--- src/rtl/core/psg_pkg.sv ---
`timescale 1ns / 1ps
`default_nettype none

package psg_pkg;

	// Command codes carried on the input channel
	typedef enum logic [1:0] {
		CMD_WRITE = 2'd0,
		CMD_READ  = 2'd1,
		CMD_TICK  = 2'd2
	} cmd_t;

	// Register map
	localparam logic [3:0] REG_NOISE_PERIOD = 4'd6;
	localparam logic [3:0] REG_MIXER        = 4'd7;
	localparam logic [3:0] REG_VOLUME_BASE  = 4'd8;

	// Volume register fields
	localparam int unsigned VOL_FORCE_BIT = 4;
	localparam logic [3:0] VOL_MAX = 4'hF;

	// Noise generator
	localparam int unsigned LFSR_W = 17;
	localparam logic [LFSR_W:0] LFSR_TAPS = 18'h24000;
	localparam int unsigned NOISE_CNT_W = 5;

	// Tone generator
	localparam int unsigned TONE_CNT_W = 12;

	// Mix width: three full-scale entries fit in 18 bits
	localparam int unsigned SUM_W = 18;

	// Divide by 3: floor(x * DIV3_RECIP / 2**DIV3_SHIFT) is exact for x < 2**19
	localparam int unsigned DIV3_SHIFT = 19;
	localparam logic [SUM_W-1:0] DIV3_RECIP = 18'd174763;

	// Logarithmic volume table, full scale 65535
	localparam logic [15:0] VOL_Q16 [16] = '{
		16'd0,     16'd511,   16'd721,   16'd1022,
		16'd1442,  16'd2038,  16'd2884,  16'd4076,
		16'd5767,  16'd8159,  16'd11534, 16'd16312,
		16'd23068, 16'd32623, 16'd46137, 16'd65535
	};

	// Per-channel controls for one tick
	typedef struct packed {
		logic tick;
		logic tone_off;
		logic noise_off;
		logic noise_level;
	} tone_ctrl_t;

endpackage

`default_nettype wire

--- src/rtl/core/psg_cmd_if.sv ---
`timescale 1ns / 1ps
`default_nettype none

interface psg_cmd_if;
	logic       valid;
	logic       ready;
	logic [1:0] command;
	logic [3:0] reg_index;
	logic [7:0] write_data;

	modport source (output valid, command, reg_index, write_data, input ready);
	modport sink (input valid, command, reg_index, write_data, output ready);
endinterface

`default_nettype wire

--- src/rtl/core/psg_res_if.sv ---
`timescale 1ns / 1ps
`default_nettype none

interface psg_res_if;
	logic        valid;
	logic        ready;
	logic [7:0]  read_data;
	logic [15:0] sample;
	logic        is_sample;

	modport source (output valid, read_data, sample, is_sample, input ready);
	modport sink (input valid, read_data, sample, is_sample, output ready);
endinterface

`default_nettype wire

--- src/rtl/core/psg_tone_ch.sv ---
`timescale 1ns / 1ps
`default_nettype none

module psg_tone_ch (
	input  wire logic               clk,
	input  wire logic               arst_n,
	input  wire psg_pkg::tone_ctrl_t ctrl,
	input  wire logic [11:0]        period,
	input  wire logic [7:0]         volume,
	output logic [15:0]             amp
);

	logic [psg_pkg::TONE_CNT_W-1:0] counter_q;
	logic                           level_q;
	logic [psg_pkg::TONE_CNT_W-1:0] period_eff;
	logic [psg_pkg::TONE_CNT_W:0]   cnt_inc;
	logic                           wrap;
	logic                           level_nxt;
	logic                           audible;
	logic [3:0]                     vol_idx;

	// Step the period counter; a zero period acts as one
	always_comb begin
		period_eff = (period == '0) ? psg_pkg::TONE_CNT_W'(1) : period;
		cnt_inc    = {1'b0, counter_q} + (psg_pkg::TONE_CNT_W + 1)'(1);
		wrap       = (cnt_inc >= {1'b0, period_eff});
		level_nxt  = level_q ^ wrap;
	end

	always_ff @(posedge clk or negedge arst_n) begin
		if (!arst_n) begin
			counter_q <= '0;
			level_q   <= 1'b0;
		end else if (ctrl.tick) begin
			counter_q <= wrap ? '0 : cnt_inc[psg_pkg::TONE_CNT_W-1:0];
			level_q   <= level_nxt;
		end
	end

	// Gate tone and noise, then look up the volume
	always_comb begin
		audible = (ctrl.tone_off | level_nxt) & (ctrl.noise_off | ctrl.noise_level);
		vol_idx = volume[psg_pkg::VOL_FORCE_BIT] ? psg_pkg::VOL_MAX : volume[3:0];
		amp     = audible ? psg_pkg::VOL_Q16[vol_idx] : 16'd0;
	end

endmodule

`default_nettype wire

--- src/rtl/core/psg_tone_noise_generator.sv ---
// Tone and noise section of a three-channel programmable sound generator.
// Input channel (cmd) carries one word per operation: command 0 writes
// write_data into register reg_index, command 1 reads register reg_index,
// command 2 advances the generator by one sample tick; command 3 is dropped.
// Output channel (res) returns one word for each read (read_data, sample 0,
// is_sample 0) and each tick (sample, read_data 0, is_sample 1); writes
// return nothing.
// res.valid rises once its word has passed the input register, the state
// update and mix into the stage-2 register, and the divide-by-3 multiply
// into the output register. One word is accepted per cycle while res takes
// results; the pipeline handles back-to-back words and a read sees every
// earlier write.
// Reset clears all sixteen registers, the tone counters and levels, the
// noise counter and level, and loads the noise LFSR with one.
// When res is stalled, the pipeline fills its three stages and then drops
// cmd.ready; nothing is lost and state only advances as words move on.
`timescale 1ns / 1ps
`default_nettype none

module psg_tone_noise_generator #(
	parameter int unsigned TONE_CHANNELS = 3
) (
	input  wire logic  clk,
	input  wire logic  arst_n,
	psg_cmd_if.sink    cmd,
	psg_res_if.source  res
);

	localparam int unsigned NW = psg_pkg::NOISE_CNT_W;
	localparam int unsigned LW = psg_pkg::LFSR_W;
	localparam int unsigned SW = psg_pkg::SUM_W;

	// Pipeline handshake
	logic res_valid_q;
	logic s1_valid_q;
	logic s2_valid_q;
	logic out_en;
	logic s2_en;
	logic s1_en;
	logic s1_fire;
	logic do_write;
	logic do_read;
	logic do_tick;

	// Stage 1 word
	logic [1:0] cmd_s1;
	logic [3:0] idx_s1;
	logic [7:0] data_s1;

	// Stage 2 result
	logic [7:0]    rd_s2;
	logic [SW-1:0] sum_s2;
	logic          is_sample_s2;

	// Output register
	logic [7:0]  read_data_q;
	logic [15:0] sample_q;
	logic        is_sample_q;

	// Generator state
	logic [7:0]    rf_q [16];
	logic [NW-1:0] noise_cnt_q;
	logic [LW-1:0] lfsr_q;
	logic          noise_level_q;

	logic [NW-1:0]       noise_limit;
	logic [NW:0]         noise_inc;
	logic                noise_wrap;
	logic [LW:0]         lfsr_mix;
	logic [LW-1:0]       lfsr_nxt;
	logic [15:0]         amp [TONE_CHANNELS];
	logic [SW-1:0]       sum_nxt;
	logic [2*SW-1:0]     product;

	always_comb begin
		out_en   = !res_valid_q || res.ready;
		s2_en    = !s2_valid_q || out_en;
		s1_en    = !s1_valid_q || s2_en;
		s1_fire  = s1_valid_q && s2_en;
		do_write = s1_fire && (cmd_s1 == psg_pkg::CMD_WRITE);
		do_read  = s1_fire && (cmd_s1 == psg_pkg::CMD_READ);
		do_tick  = s1_fire && (cmd_s1 == psg_pkg::CMD_TICK);
	end

	assign cmd.ready = s1_en;

	// Capture the input word
	always_ff @(posedge clk or negedge arst_n) begin
		if (!arst_n) begin
			s1_valid_q <= 1'b0;
		end else if (s1_en) begin
			s1_valid_q <= cmd.valid;
		end
	end

	always_ff @(posedge clk) begin
		if (s1_en && cmd.valid) begin
			cmd_s1  <= cmd.command;
			idx_s1  <= cmd.reg_index;
			data_s1 <= cmd.write_data;
		end
	end

	// Register file
	always_ff @(posedge clk or negedge arst_n) begin
		if (!arst_n) begin
			for (int i = 0; i < 16; i++) begin
				rf_q[i] <= '0;
			end
		end else if (do_write) begin
			rf_q[idx_s1] <= data_s1;
		end
	end

	// Tone channels
	for (genvar c = 0; c < TONE_CHANNELS; c++) begin : g_ch
		localparam logic [3:0] LO_IDX  = 4'(2 * c);
		localparam logic [3:0] HI_IDX  = 4'(2 * c + 1);
		localparam logic [3:0] VOL_IDX = 4'(c) + psg_pkg::REG_VOLUME_BASE;

		psg_pkg::tone_ctrl_t ctrl;
		logic [11:0] period;

		always_comb begin
			ctrl.tick        = do_tick;
			ctrl.tone_off    = rf_q[psg_pkg::REG_MIXER][c];
			ctrl.noise_off   = rf_q[psg_pkg::REG_MIXER][c + 3];
			ctrl.noise_level = noise_level_q;
			period           = {rf_q[HI_IDX][3:0], rf_q[LO_IDX]};
		end

		psg_tone_ch u_ch (
			.clk    (clk),
			.arst_n (arst_n),
			.ctrl   (ctrl),
			.period (period),
			.volume (rf_q[VOL_IDX]),
			.amp    (amp[c])
		);
	end

	// Mix the channels
	always_comb begin
		sum_nxt = '0;
		for (int c = 0; c < TONE_CHANNELS; c++) begin
			sum_nxt = sum_nxt + SW'(amp[c]);
		end
	end

	// Noise counter and LFSR, stepped after the tone mix
	always_comb begin
		noise_limit = rf_q[psg_pkg::REG_NOISE_PERIOD][NW-1:0];
		if (noise_limit == '0) begin
			noise_limit = NW'(1);
		end
		noise_inc  = {1'b0, noise_cnt_q} + (NW + 1)'(1);
		noise_wrap = (noise_inc >= {1'b0, noise_limit});
		lfsr_mix   = {1'b0, lfsr_q} ^ (lfsr_q[0] ? psg_pkg::LFSR_TAPS : '0);
		lfsr_nxt   = lfsr_mix[LW:1];
	end

	always_ff @(posedge clk or negedge arst_n) begin
		if (!arst_n) begin
			noise_cnt_q   <= '0;
			lfsr_q        <= LW'(1);
			noise_level_q <= 1'b0;
		end else if (do_tick) begin
			noise_cnt_q <= noise_wrap ? '0 : noise_inc[NW-1:0];
			if (noise_wrap) begin
				lfsr_q        <= lfsr_nxt;
				noise_level_q <= lfsr_nxt[0];
			end
		end
	end

	// Stage 2: hold the read byte or the raw mix
	always_ff @(posedge clk or negedge arst_n) begin
		if (!arst_n) begin
			s2_valid_q <= 1'b0;
		end else if (s2_en) begin
			s2_valid_q <= do_read || do_tick;
		end
	end

	always_ff @(posedge clk) begin
		if (do_read || do_tick) begin
			rd_s2        <= do_tick ? 8'd0 : rf_q[idx_s1];
			sum_s2       <= do_tick ? sum_nxt : '0;
			is_sample_s2 <= do_tick;
		end
	end

	// Divide the mix by 3 through the reciprocal
	assign product = {{SW{1'b0}}, sum_s2} * {{SW{1'b0}}, psg_pkg::DIV3_RECIP};

	always_ff @(posedge clk or negedge arst_n) begin
		if (!arst_n) begin
			res_valid_q <= 1'b0;
		end else if (out_en) begin
			res_valid_q <= s2_valid_q;
		end
	end

	always_ff @(posedge clk) begin
		if (out_en && s2_valid_q) begin
			read_data_q <= rd_s2;
			sample_q    <= product[psg_pkg::DIV3_SHIFT +: 16];
			is_sample_q <= is_sample_s2;
		end
	end

	assign res.valid     = res_valid_q;
	assign res.read_data = read_data_q;
	assign res.sample    = sample_q;
	assign res.is_sample = is_sample_q;

endmodule

`default_nettype wire

--- src/flat_wrapper.sv ---
// flat-port wrapper written by rule: the top's interface ports become plain ports
module psg_tone_noise_generator_flat 
#(
	parameter int unsigned TONE_CHANNELS = 3
)
  (clk, arst_n, cmd_valid, cmd_command, cmd_reg_index, cmd_write_data, cmd_ready, res_valid, res_read_data, res_sample, res_is_sample, res_ready);
  psg_cmd_if cmd_i ();
  psg_res_if res_i ();
  input  wire logic clk;
  input  wire logic arst_n;
  input wire logic [$bits(cmd_i.valid)-1:0] cmd_valid;
  input wire logic [$bits(cmd_i.command)-1:0] cmd_command;
  input wire logic [$bits(cmd_i.reg_index)-1:0] cmd_reg_index;
  input wire logic [$bits(cmd_i.write_data)-1:0] cmd_write_data;
  output wire logic [$bits(cmd_i.ready)-1:0] cmd_ready;
  output wire logic [$bits(res_i.valid)-1:0] res_valid;
  output wire logic [$bits(res_i.read_data)-1:0] res_read_data;
  output wire logic [$bits(res_i.sample)-1:0] res_sample;
  output wire logic [$bits(res_i.is_sample)-1:0] res_is_sample;
  input wire logic [$bits(res_i.ready)-1:0] res_ready;
  assign cmd_i.valid = cmd_valid;
  assign cmd_i.command = cmd_command;
  assign cmd_i.reg_index = cmd_reg_index;
  assign cmd_i.write_data = cmd_write_data;
  assign cmd_ready = cmd_i.ready;
  assign res_valid = res_i.valid;
  assign res_read_data = res_i.read_data;
  assign res_sample = res_i.sample;
  assign res_is_sample = res_i.is_sample;
  assign res_i.ready = res_ready;
  psg_tone_noise_generator #(.TONE_CHANNELS(TONE_CHANNELS)) u_core (.clk(clk), .arst_n(arst_n), .cmd(cmd_i), .res(res_i));
endmodule
--- config.mk ---
export PLATFORM = sky130hd
export DESIGN_NAME = psg_tone_noise_generator_flat
export DESIGN_NICKNAME = d
export VERILOG_FILES = /design/src/rtl/core/psg_pkg.sv /design/src/rtl/core/psg_cmd_if.sv /design/src/rtl/core/psg_res_if.sv /design/src/rtl/core/psg_tone_ch.sv /design/src/rtl/core/psg_tone_noise_generator.sv /design/src/flat_wrapper.sv
export SDC_FILE = /design/constraint.sdc
export NUM_CORES = 1
export LEC_CHECK = 0
export BUFFER_PORTS_ARGS = -buffer_cell sky130_fd_sc_hd__buf_2
export CAP_MARGIN = 0
export CORE_MARGIN = 2
export CORE_UTILIZATION = 60
export DETAILED_ROUTE_END_ITERATION = 8
export PLACE_DENSITY_LB_ADDON = 0.15
export SYNTH_ARGS = -nofsm -noshare
export SYNTH_HDL_FRONTEND = slang
export SYNTH_SLANG_ARGS = --single-unit
--- constraint.sdc ---
create_clock -name clk -period 10.26 [get_ports clk]
set_input_delay 0 -clock clk [delete_from_list [all_inputs] [get_ports clk]]
set_output_delay 0 -clock clk [all_outputs]
set_load 0.05 [all_outputs]
==> flow_summary_export.csv, run 1 <==
group,metric,value,unit
status,status,"finished, final reports clean",
detailed_routing,drt-initial-drc-count,929,
floorplan,dieArea,36000,um^2
synthesis,synthesis.instances,1955,
cts,postCtsSetupBuffers,0,
cts,clock_sinks,259,
setup_path,critical-path-max-stage-delay,470,ps
pwr,powerDensity,257,nW/um^2
timing,finalClockSkew,14.6,ps
setup_path,timing.rr.end,"u_core.sum_s2[16]$_SDFFCE_PN0P_",
cts,cts_buffers,30,
detailed_routing,drc,0,
synthesis,avgSynthCellArea,10.6,um^2
setup_path,crit_fanout,16,
synthesis,synth_cell_types,78,
cts,cts_root_buf,"clkbuf_16",
timing,setup_violations,0,
setup_path,reg2reg_slack,3160,ps
pwr,peakVddDrop,0.339,mV
timing,hold_slack,109,ps
floorplan,start_util,60.4,%
synthesis,yosys_warnings,0,
timing,max_clock_freq,0.141,GHz
synthesis,ys_seq_area_share,32.9,%
pwr,switching_share,41.9,%
placement,portBuffers,44,
floorplan,ios,45,
setup_path,r2r_start,"u_core.g_ch[0].u_ch.counter_q[0]$_DFFE_PN0P_",
grt,grt_pass1_vias,14411,
hold_path,hp-class,"primary input to flip-flop",
setup_path,r2r.worst_path.cells,30,
detailed_routing,via_per_inst,5.78,
grt,grt_max_degree,70,
synthesis,synth_edf_count,66,
pwr,p_leak,0.0110,uW
timing,tightest_slew,1090,ps
synthesis,ys_ff_latch,259,
synthesis,async_reset_ff_share,74.5,%
detailed_routing,wl,46400,um
grt,grt.total_usage,26.8,%
finish,final_nets,2374,
floorplan,fp.dieH,190,um
setup_path,arrival,7410,ps
placement,place_congestion,0.901,
synthesis,synth_flop_cell,"dfrtp_1",
flow_run,drv_cap,0,
hold_path,hp-start,"cmd_write_data[4]",
detailed_routing,drt_first_pass_iters,5,
detailed_routing,drt.antenna.violating_nets,0,
hold_path,hold_depth,2,
pwr,pwr-share-comb,54.9,%
finish,drive_gt1_share,15.0,%
finish,synthToLayoutAreaGrowth,9.11,%
timing,slew_violations,0,
setup_path,crit_type,"flip-flop to flip-flop",
cts,clockBufferDepth,3,
floorplan,fp.dieW,190,um
timing,final.min_clock_period,7100,ps
grt,grt_antenna_before_repair,1,
pwr,power_switching,2440,uW
pwr,p_int,3380,uW
cts,htree_levels,1,
pwr,power,5820,uW
setup_path,cp_slowest_cell,"nor3_4",
grt,grt_remaining_overflow,0,
detailed_routing,routedWlPerCell,18.8,um
cts,insertion_delay,600,ps
floorplan,num_rows,68,
placement,hpwl,35100,um
timing,hold_viol,0,
timing,slew_headroom,27.4,%
synthesis,syn-num-nets,2333,
setup_path,end_kind,"flip-flop",
synthesis,syn_area,20700,um^2
hold_path,min_to,"u_core.data_s1[4]$_DFFE_PP_",
pwr,clkPwrFrac,19.4,%
setup_path,path_common_cell,"ha_1",
setup_path,startpoint_type,"flip-flop",
cts,cts_tree,"done",
floorplan,core,34300,um^2
timing,fin_setup_tns,0,ps
setup_path,crit_required,10580,ps
timing,post-route-period-util,69.2,%
grt,grt_pass1_wl,76000,um
timing,rsz0062_at_grt,"no",
cts,clk_pin_slew,60,ps
detailed_routing,vias,14306,
pwr,power_frac_seq,25.7,%
## worst max-delay path: cells and delay by family, from the launching register on
| kind | cells | cell delay [ps] |
|---|---|---|
| flops | 1 | 440 |
| simple gates | 11 | 1840 |
| xor+xnor | 3 | 560 |
| fa+ha+maj | 5 | 1530 |
| compound gates | 11 | 2450 |
## kinds of logic after synthesis
logic type,Yosys count,synth area share (%)
fa+ha+maj,360,25.8
flops,259,32.9
simple gates,431,10.0
xor+xnor,83,3.55
compound gates,318,9.84
buf+inv,327,6.04
mux,177,11.9
## cell usage after synthesis, types with 4 or more instances
cell type | count | share of area, %
buf_2 | 10 | 0.24
ha_1 | 248 | 15
o21a_1 | 10 | 0.36
nand2b_1 | 20 | 0.60
dfrtp_1 | 192 | 23
mux2_2 | 129 | 7.0
edfxtp_1 | 66 | 9.6
and3_1 | 20 | 0.60
clkbuf_1 | 50 | 0.91
a31oi_1 | 19 | 0.57
mux2i_1 | 6 | 0.29
o21bai_1 | 4 | 0.14
a31o_2 | 4 | 0.17
nor2_1 | 112 | 2.0
nor4_1 | 18 | 0.54
o21ai_0 | 89 | 2.2
xnor2_1 | 49 | 2.1
o22a_1 | 6 | 0.25
a21o_1 | 37 | 1.3
nand3_1 | 39 | 0.94
xor2_1 | 33 | 1.4
nor3_1 | 34 | 0.82
o21ai_1 | 8 | 0.19
fa_1 | 112 | 11
mux4_2 | 42 | 4.6
or2_2 | 6 | 0.18
o31ai_1 | 8 | 0.29
nand4_1 | 9 | 0.27
and2_1 | 14 | 0.42
a21oi_1 | 75 | 1.8
inv_1 | 263 | 4.8
nand2_1 | 118 | 2.1
nor2b_1 | 22 | 0.66
a211oi_1 | 19 | 0.69
o22ai_1 | 4 | 0.12
## worst max path at each step
stage / end / slack [ps] / startpoint
2_1_floorplan: u_core.sum_s2[16]$_SDFFCE_PN0P_ / 4250 / u_core.g_ch[0].u_ch.counter_q[0]$_DFFE_PN0P_
3_3_place_gp: u_core.sum_s2[16]$_SDFFCE_PN0P_ / 3530 / u_core.g_ch[0].u_ch.counter_q[0]$_DFFE_PN0P_
3_5_place_dp: u_core.sum_s2[16]$_SDFFCE_PN0P_ / 3240 / u_core.g_ch[0].u_ch.counter_q[0]$_DFFE_PN0P_
4_1_cts: u_core.sum_s2[16]$_SDFFCE_PN0P_ / 3220 / u_core.g_ch[0].u_ch.counter_q[0]$_DFFE_PN0P_
5_1_grt: u_core.sum_s2[16]$_SDFFCE_PN0P_ / 2700 / u_core.g_ch[0].u_ch.counter_q[0]$_DFFE_PN0P_
6_report: u_core.sum_s2[16]$_SDFFCE_PN0P_ / 3160 / u_core.g_ch[0].u_ch.counter_q[0]$_DFFE_PN0P_
## power by group through the flow
stage          clock (uW)  sequential, uW  combinational [uW]
2_1_floorplan           0            1550                2390
3_3_place_gp            0            1500                3130
3_5_place_dp            0            1510                3170
4_1_cts              1150            1490                3200
5_1_grt              1190            1520                3640
6_report             1130            1490                3190
## layer usage
layer / routed length [um] / track usage, % / vias to the layer above
met1: 21200 / 37.4 / 7040
met5: 0 / 0 / -
li1: - / - / 6878
met4: 1050 / 6.92 / 0
met2: 21500 / 43.5 / 322
met3: 2720 / 4.83 / 66
## cell type report
class                   instances  area (um^2)
fillers                      2724        11700
clock buffers                  40          828
clock inverters                16          226
repair buffers                 73          514
well taps                     455          569
multi-input cells            1369        12700
flip-flops and latches        259         6810
inverters                     263          987
diodes                          1         2.50
## state kept, by name (all words and copies together) (netlist names), 6 cells and up
register,cells
u_core.rf_q,86
u_core.g_ch.period,36
u_core.g_ch.u_ch.counter_q,36
u_core.sum_s2,18
u_core.lfsr_q,17
u_core.res.sample,16
u_core.data_s1,8
u_core.rd_s2,8
u_core.res.read_data,8
u_core.g_ch.ctrl,6
## repair_timing
| action | in CTS | in global routing |
|---|---|---|
| gates resized for setup | 0 | 0 |
| endpoints found under the hold margin | 85 | 0 |
| hold buffers | 20 | 0 |
## stage by stage
| step | instances | util (%) | instance area, um^2 | setup slack [ps] |
|---|---|---|---|---|
| after floorplan | 1955 | - | 20700 | 4250 |
| after global placement | 2399 | 62.2 | 21300 | 3530 |
| after detailed placement | 2399 | 62.2 | 21300 | 3240 |
| after CTS | 2475 | 65.9 | 22600 | 3220 |
| after global routing | 2475 | 65.9 | 22600 | 2700 |
| final | 2476 | 65.9 | 22600 | 3160 |
## layout by cell type (no fill, tap or decap), types with 6 or more instances in the layout
cell           instances
a211oi_1              19
a21o_1                37
a21oi_1               75
a31oi_1               19
and2_1                14
and3_1                20
buf_2                 43
buf_4                  9
clkbuf_1               6
clkbuf_16             30
dfrtp_1              192
dlygate4sd3_1         19
edfxtp_1              66
fa_1                 112
ha_1                 248
inv_1                263
mux2_2               129
mux2i_1                6
mux4_2                42
nand2_1              117
nand2b_1              20
nand3_1               39
nand4_1                9
nor2_1               111
nor2b_1               22
nor3_1                33
nor4_1                18
o21a_1                10
o21ai_0               89
o21ai_1                8
o22a_1                 6
o31ai_1                8
or2_2                  6
xnor2_1               49
xor2_1                33
Note: power is estimated with default switching activity, not from simulation.
==> run 2: changes to the inputs <==
CORE_UTILIZATION = 58   (was 60)
clock period = 5.75 ns   (was 10.26 ns; I/O delays follow)
==> run 2 against run 1 <==
Compared with the run above: the flow now finishes with violations (hold timing, setup timing); design area is 5.3% higher; total power up 87%; fmax increased by 22%; critical endpoint is now u_core.sum_s2[14]$_SDFFCE_PN0P_.
==> flow_summary_export.csv, run 2 (synthesis results as in run 1) <==
group,metric,value,unit
pwr,peakVddDrop,0.846,mV
placement,place_congestion,0.893,
timing,slew_headroom,28.6,%
floorplan,num_rows,69,
grt,grt_antenna_before_repair,2,
cts,cts_tree,"done",
placement,place_ws,-45.3,ps
finish,n_antenna_cell,0,
finish,final_nets,2509,
setup_path,critical-path-max-stage-delay,410,ps
timing,fin_setup_tns,-101,ps
pwr,p_leak,0.0117,uW
setup_path,crit_type,"flip-flop to flip-flop",
finish,mostFrequentLayoutCells,"inv_1 (263), ha_1 (240), dfrtp_1 (192)",
pwr,switching_share,41.9,%
detailed_routing,via_per_inst,5.67,
grt,grt_remaining_overflow,0,
detailed_routing,drt.antenna.violating_nets,0,
pwr,clkPwrFrac,16.3,%
floorplan,fp.dieH,193,um
timing,tightest_slew,1070,ps
hold_path,hp-class,"primary input to async pin",
finish,synthToLayoutAreaGrowth,14.9,%
floorplan,start_util,58.5,%
status,status,"finished, violations left",
pwr,power_switching,4550,uW
finish,nFillCells,2768,
cts,clockBufferDepth,3,
cts,cts_root_buf,"clkbuf_16",
timing,finalClockSkew,9.94,ps
timing,setup_slack,-53.9,ps
finish,largest_register_ffs,86,
cts,htree_levels,1,
timing,post-route-period-util,101,%
setup_path,end_kind,"flip-flop",
timing,slew_violations,0,
grt,grt.total_usage,26.7,%
cts,cts_buffers,29,
finish,top_register,"u_core.rf_q",
timing,rsz0062_at_grt,"yes",
cts,clock_sinks,259,
timing,hold_viol,2,
pwr,power_frac_seq,24.0,%
grt,grt_max_degree,77,
timing,setup_violations,2,
detailed_routing,routedWlPerCell,18.5,um
floorplan,dieArea,37200,um^2
finish,final_cell_area,23800,um^2
timing,final.min_clock_period,5800,ps
placement,hpwl,37200,um
finish,mostFrequentLayoutCell,"inv_1",
grt,grt_pass1_wl,77700,um
detailed_routing,drt-initial-drc-count,647,
detailed_routing,drc,0,
finish,drive_gt1_share,22.8,%
detailed_routing,vias,14830,
detailed_routing,drt_first_pass_iters,5,
detailed_routing,wl,48500,um
placement,place_area,22300,um^2
setup_path,cp_slowest_cell,"o41a_1",
timing,max_clock_freq,0.172,GHz
floorplan,fp.dieW,193,um
placement,portBuffers,44,
setup_path,crit_required,6030,ps
grt,grt_pass1_vias,14935,
setup_path,arrival,6090,ps
cts,clk_pin_slew,60,ps
cts,insertion_delay,560,ps
pwr,powerDensity,456,nW/um^2
flow_run,drv_cap,0,
status,violations,"hold timing, setup timing",
pwr,p_int,6300,uW
timing,hold_slack,-7.46,ps
setup_path,startpoint_type,"flip-flop",
pwr,pwr-share-comb,59.8,%
floorplan,core,35400,um^2
setup_path,crit_fanout,6,
floorplan,ios,45,
## run 2: changes by cell type in the layout (fill, tap and decap cells not counted), moves of 8 or more
cell     before  now
a21oi_2       0   12
buf_4         9  145
ha_1        248  240
a21oi_1      75   63
## run 2: metrics by stage
stage,total power (uW),utilization [%],std cells
2_1_floorplan,7040,-,1955
3_3_place_gp,8760,62.9,2522
3_5_place_dp,8850,62.9,2522
4_1_cts,10700,66.1,2596
5_1_grt,11800,67.2,2614
6_report,10800,67.2,2614
## run 2: metal layers
layer | vias to the layer above | track usage (%) | share of wire (%)
met5 | - | 0 | 0.027
met4 | 2 | 5.39 | 1.9
met3 | 63 | 5.03 | 5.4
met2 | 296 | 43.6 | 47
met1 | 7334 | 37.4 | 46
li1 | 7135 | - | -
## run 2: final timing paths
check | endpoint | cells past startpoint | slack [ps] | from
setup / recovery | u_core.sum_s2[14]$_SDFFCE_PN0P_ | 29 | -50 | u_core.g_ch[0].u_ch.counter_q[0]$_DFFE_PN0P_
hold / removal | u_core.lfsr_q[6]$_DFFE_PN0P_ | 2 | -7 | arst_n
setup reg to reg | u_core.sum_s2[14]$_SDFFCE_PN0P_ | 29 | -50 | u_core.g_ch[0].u_ch.counter_q[0]$_DFFE_PN0P_
hold reg to reg | u_core.res.read_data[5]$_DFFE_PP_ | 0 | 420 | u_core.rd_s2[5]$_SDFFCE_PP0P_
max in group asynchronous | u_core.g_ch[0].u_ch.counter_q[3]$_DFFE_PN0P_ | 3 | 4450 | arst_n
min in group clk | u_core.data_s1[4]$_DFFE_PP_ | 2 | 150 | cmd_write_data[4]
## run 2: repair_timing
action                                  CTS  global route
endpoints found under the hold margin    91             0
endpoints found under the setup margin    4            13
resized for setup                         8            51
pin swaps                                 3            39
setup buffers                             3            18
hold buffers                             18             0
## run 2: power by group through the flow
stage	Clock (uW)	Sequential [uW]	Combinational, uW
floorplan	0	2770	4280
global placement	0	2620	6140
detailed placement	0	2630	6220
CTS	1790	2600	6300
global route	1870	2640	7280
finish	1760	2600	6480
## run 2: layout make-up
| cell class | count | area, um^2 | share of cell area (%) |
|---|---|---|---|
| flip-flops and latches | 259 | 6810 | 28.6 |
| clock buffers | 45 | 857 | 3.60 |
| clock inverters | 8 | 48.8 | 0.205 |
| repair buffers | 209 | 1520 | 6.39 |
| multi-input cells | 1369 | 13000 | 54.6 |
| inverters | 263 | 987 | 4.15 |
| well taps | 461 | 577 | 2.42 |
## run 2: critical path: cells and delay by family (launching register included)
family	cells	cell delay (ps)
DFF	1	360
buffers and inverters	2	260
AOI/OAI and AO/OA	8	1710
adders and majority gates	5	1340
and+or+nand+nor	10	1280
xor gates and xnor gates	4	560
==> run 3: changes to the inputs <==
PLACE_DENSITY = 0.8   (was unset)
PLACE_DENSITY_LB_ADDON = unset   (was 0.15)
RECOVER_POWER = 25   (was unset)
==> run 3 against run 2 <==
Compared with the run above: the flow finishes with violations (capacitance limit, slew limit, setup timing); count of clock-buffer cells in the layout fell by 2; non-clock buffer count is 10 higher; sequential share of layout area is 0.59 points lower; combinational power grew 5.1%; sequential cell count unchanged; clock power increased by 6%; fmax shrank 4.5%; largest cell class unchanged; largest power group unchanged.
==> flow_summary_export.csv, run 3 (synthesis results as in run 1) <==
group,metric,value,unit
timing,setup_slack,-328,ps
hold_path,min_to,"u_core.data_s1[2]$_DFFE_PP_",
finish,mostFrequentLayoutCell,"inv_1",
setup_path,crit_fanout,6,
grt,grt_pass1_vias,15292,
cts,clk_pin_slew,60,ps
detailed_routing,drt-initial-drc-count,1042,
timing,slew_violations,132,
floorplan,fp.dieW,193,um
hold_path,hold_depth,2,
floorplan,num_rows,69,
setup_path,crit_required,6040,ps
timing,fin_setup_tns,-928,ps
detailed_routing,routedWlPerCell,19.2,um
status,status,"finished, violations left",
hold_path,hp-start,"cmd_write_data[2]",
setup_path,arrival,6370,ps
hold_path,hp-class,"primary input to flip-flop",
floorplan,dieArea,37200,um^2
floorplan,start_util,58.5,%
pwr,power,11300,uW
grt,grt.total_usage,26.8,%
flow_run,drv_cap,1,
finish,drive_gt1_share,25.0,%
timing,finalClockSkew,24.7,ps
cts,cts_buffers,28,
grt,grt_max_degree,132,
detailed_routing,wl,50400,um
floorplan,fp.dieH,193,um
cts,insertion_delay,560,ps
setup_path,end_kind,"flip-flop",
finish,final_cell_area,24300,um^2
grt,grt_antenna_before_repair,0,
timing,setup_violations,7,
cts,clockBufferDepth,3,
finish,top_register,"u_core.rf_q",
cts,htree_levels,1,
placement,hpwl,36700,um
grt,grt_remaining_overflow,0,
timing,slew_headroom,-118,%
placement,place_inst,2524,
finish,n_antenna_cell,0,
setup_path,crit_type,"flip-flop to flip-flop",
timing,hold_viol,0,
pwr,p_leak,0.0117,uW
grt,grt_pass1_wl,78500,um
placement,place_congestion,0.920,
finish,synthToLayoutAreaGrowth,17.3,%
setup_path,timing.rr.end,"u_core.sum_s2[16]$_SDFFCE_PN0P_",
pwr,peakVddDrop,0.926,mV
placement,place_area,22300,um^2
cts,clock_sinks,259,
detailed_routing,drc,0,
status,violations,"capacitance limit, slew limit, setup timing",
setup_path,critical-path-max-stage-delay,390,ps
cts,cts_tree,"done",
detailed_routing,drt.antenna.violating_nets,0,
floorplan,core,35400,um^2
detailed_routing,via_per_inst,5.86,
setup_path,r2r.worst_path.cells,32,
timing,max_clock_freq,0.165,GHz
finish,mostFrequentLayoutCells,"inv_1 (260), ha_1 (224), dfrtp_1 (192)",
detailed_routing,vias,15381,
timing,tightest_slew,3270,ps
cts,cts_root_buf,"clkbuf_16",
setup_path,reg2reg_slack,-330,ps
finish,finalNonFillerCells,2623,
setup_path,cp_slowest_cell,"fa_2",
finish,largest_register_ffs,86,
timing,final.min_clock_period,6080,ps
pwr,powerDensity,465,nW/um^2
detailed_routing,drt_first_pass_iters,5,
floorplan,ios,45,
placement,portBuffers,44,
timing,post-route-period-util,106,%
timing,rsz0062_at_grt,"yes",
finish,final_nets,2518,
setup_path,r2r_start,"u_core.g_ch[0].u_ch.counter_q[1]$_DFFE_PN0P_",
setup_path,startpoint_type,"flip-flop",
setup_path,path_common_cell,"and3_4",
run 3: changes by cell type in the layout (fill, tap and decap cells not counted), moves of 4 or more:
cell / delta
buf_6: +9
ha_1: -16
ha_4: +13
nor2_1: -5
nor2_2: +4
run 3: how the worst max path moves through the flow:
stage / startpoint / end / slack [ps] / cells past startpoint
6_report: u_core.g_ch[0].u_ch.counter_q[1]$_DFFE_PN0P_ / u_core.sum_s2[16]$_SDFFCE_PN0P_ / -330 / 32
5_1_grt: u_core.g_ch[0].u_ch.counter_q[0]$_DFFE_PN0P_ / u_core.sum_s2[16]$_SDFFCE_PN0P_ / -580 / 32
2_1_floorplan: u_core.g_ch[0].u_ch.counter_q[0]$_DFFE_PN0P_ / u_core.sum_s2[16]$_SDFFCE_PN0P_ / -8 / 31
4_1_cts: u_core.g_ch[0].u_ch.counter_q[1]$_DFFE_PN0P_ / u_core.sum_s2[16]$_SDFFCE_PN0P_ / -100 / 28
3_3_place_gp: u_core.g_ch[0].u_ch.counter_q[1]$_DFFE_PN0P_ / u_core.sum_s2[16]$_SDFFCE_PN0P_ / -80 / 30
3_5_place_dp: u_core.g_ch[0].u_ch.counter_q[0]$_DFFE_PN0P_ / u_core.sum_s2[16]$_SDFFCE_PN0P_ / -250 / 30
run 3: worst max-delay path, delay by kind of cell, from the launching register on:
family	cells	cell delay, ps
xor+xnor	4	700
flops	1	360
compound gates	11	1830
buf+inv	1	120
fa+ha+maj	5	1340
simple gates	11	1480
run 3: metal layers:
metal / routed length, um / global-route usage (%) / vias to the layer above
met2: 24600 / 45.4 / 481
li1: - / - / 7149
met1: 21100 / 35.8 / 7616
met5: 0 / 0 / -
met3: 2630 / 3.38 / 135
met4: 2080 / 9.29 / 0
run 3: repair_timing:
item,CTS,global route
setup buffers,10,20
pin swaps,21,72
hold endpoints to repair,147,0
gates resized for setup,36,87
endpoints found under the setup margin,8,19
hold buffers,18,0
run 3: cell type report:
class | count | area, um^2
clock inverters | 9 | 125
well taps | 461 | 577
clock buffers | 43 | 838
inverters | 263 | 987
flip-flops and latches | 259 | 6810
multi-input cells | 1369 | 13300
fillers | 2425 | 11100
repair buffers | 219 | 1630
run 3: report_power, final:
part	internal, uW	switching (uW)	total (uW)
clock network	1130	734	1870
registers	2350	274	2630
logic	3090	3710	6810
total	6580	4720	11300
run 3: per-stage QoR:
stage | worst slack [ps] | hold slack (ps) | util, %
final | -328 | 140 | 68.6
after global routing | -577 | 155 | 68.6
after CTS | -95.8 | 133 | 66.9
after detailed placement | -247 | 179 | 62.9
after global placement | -82.6 | 179 | 62.9
after floorplan | -8.20 | -296 | -
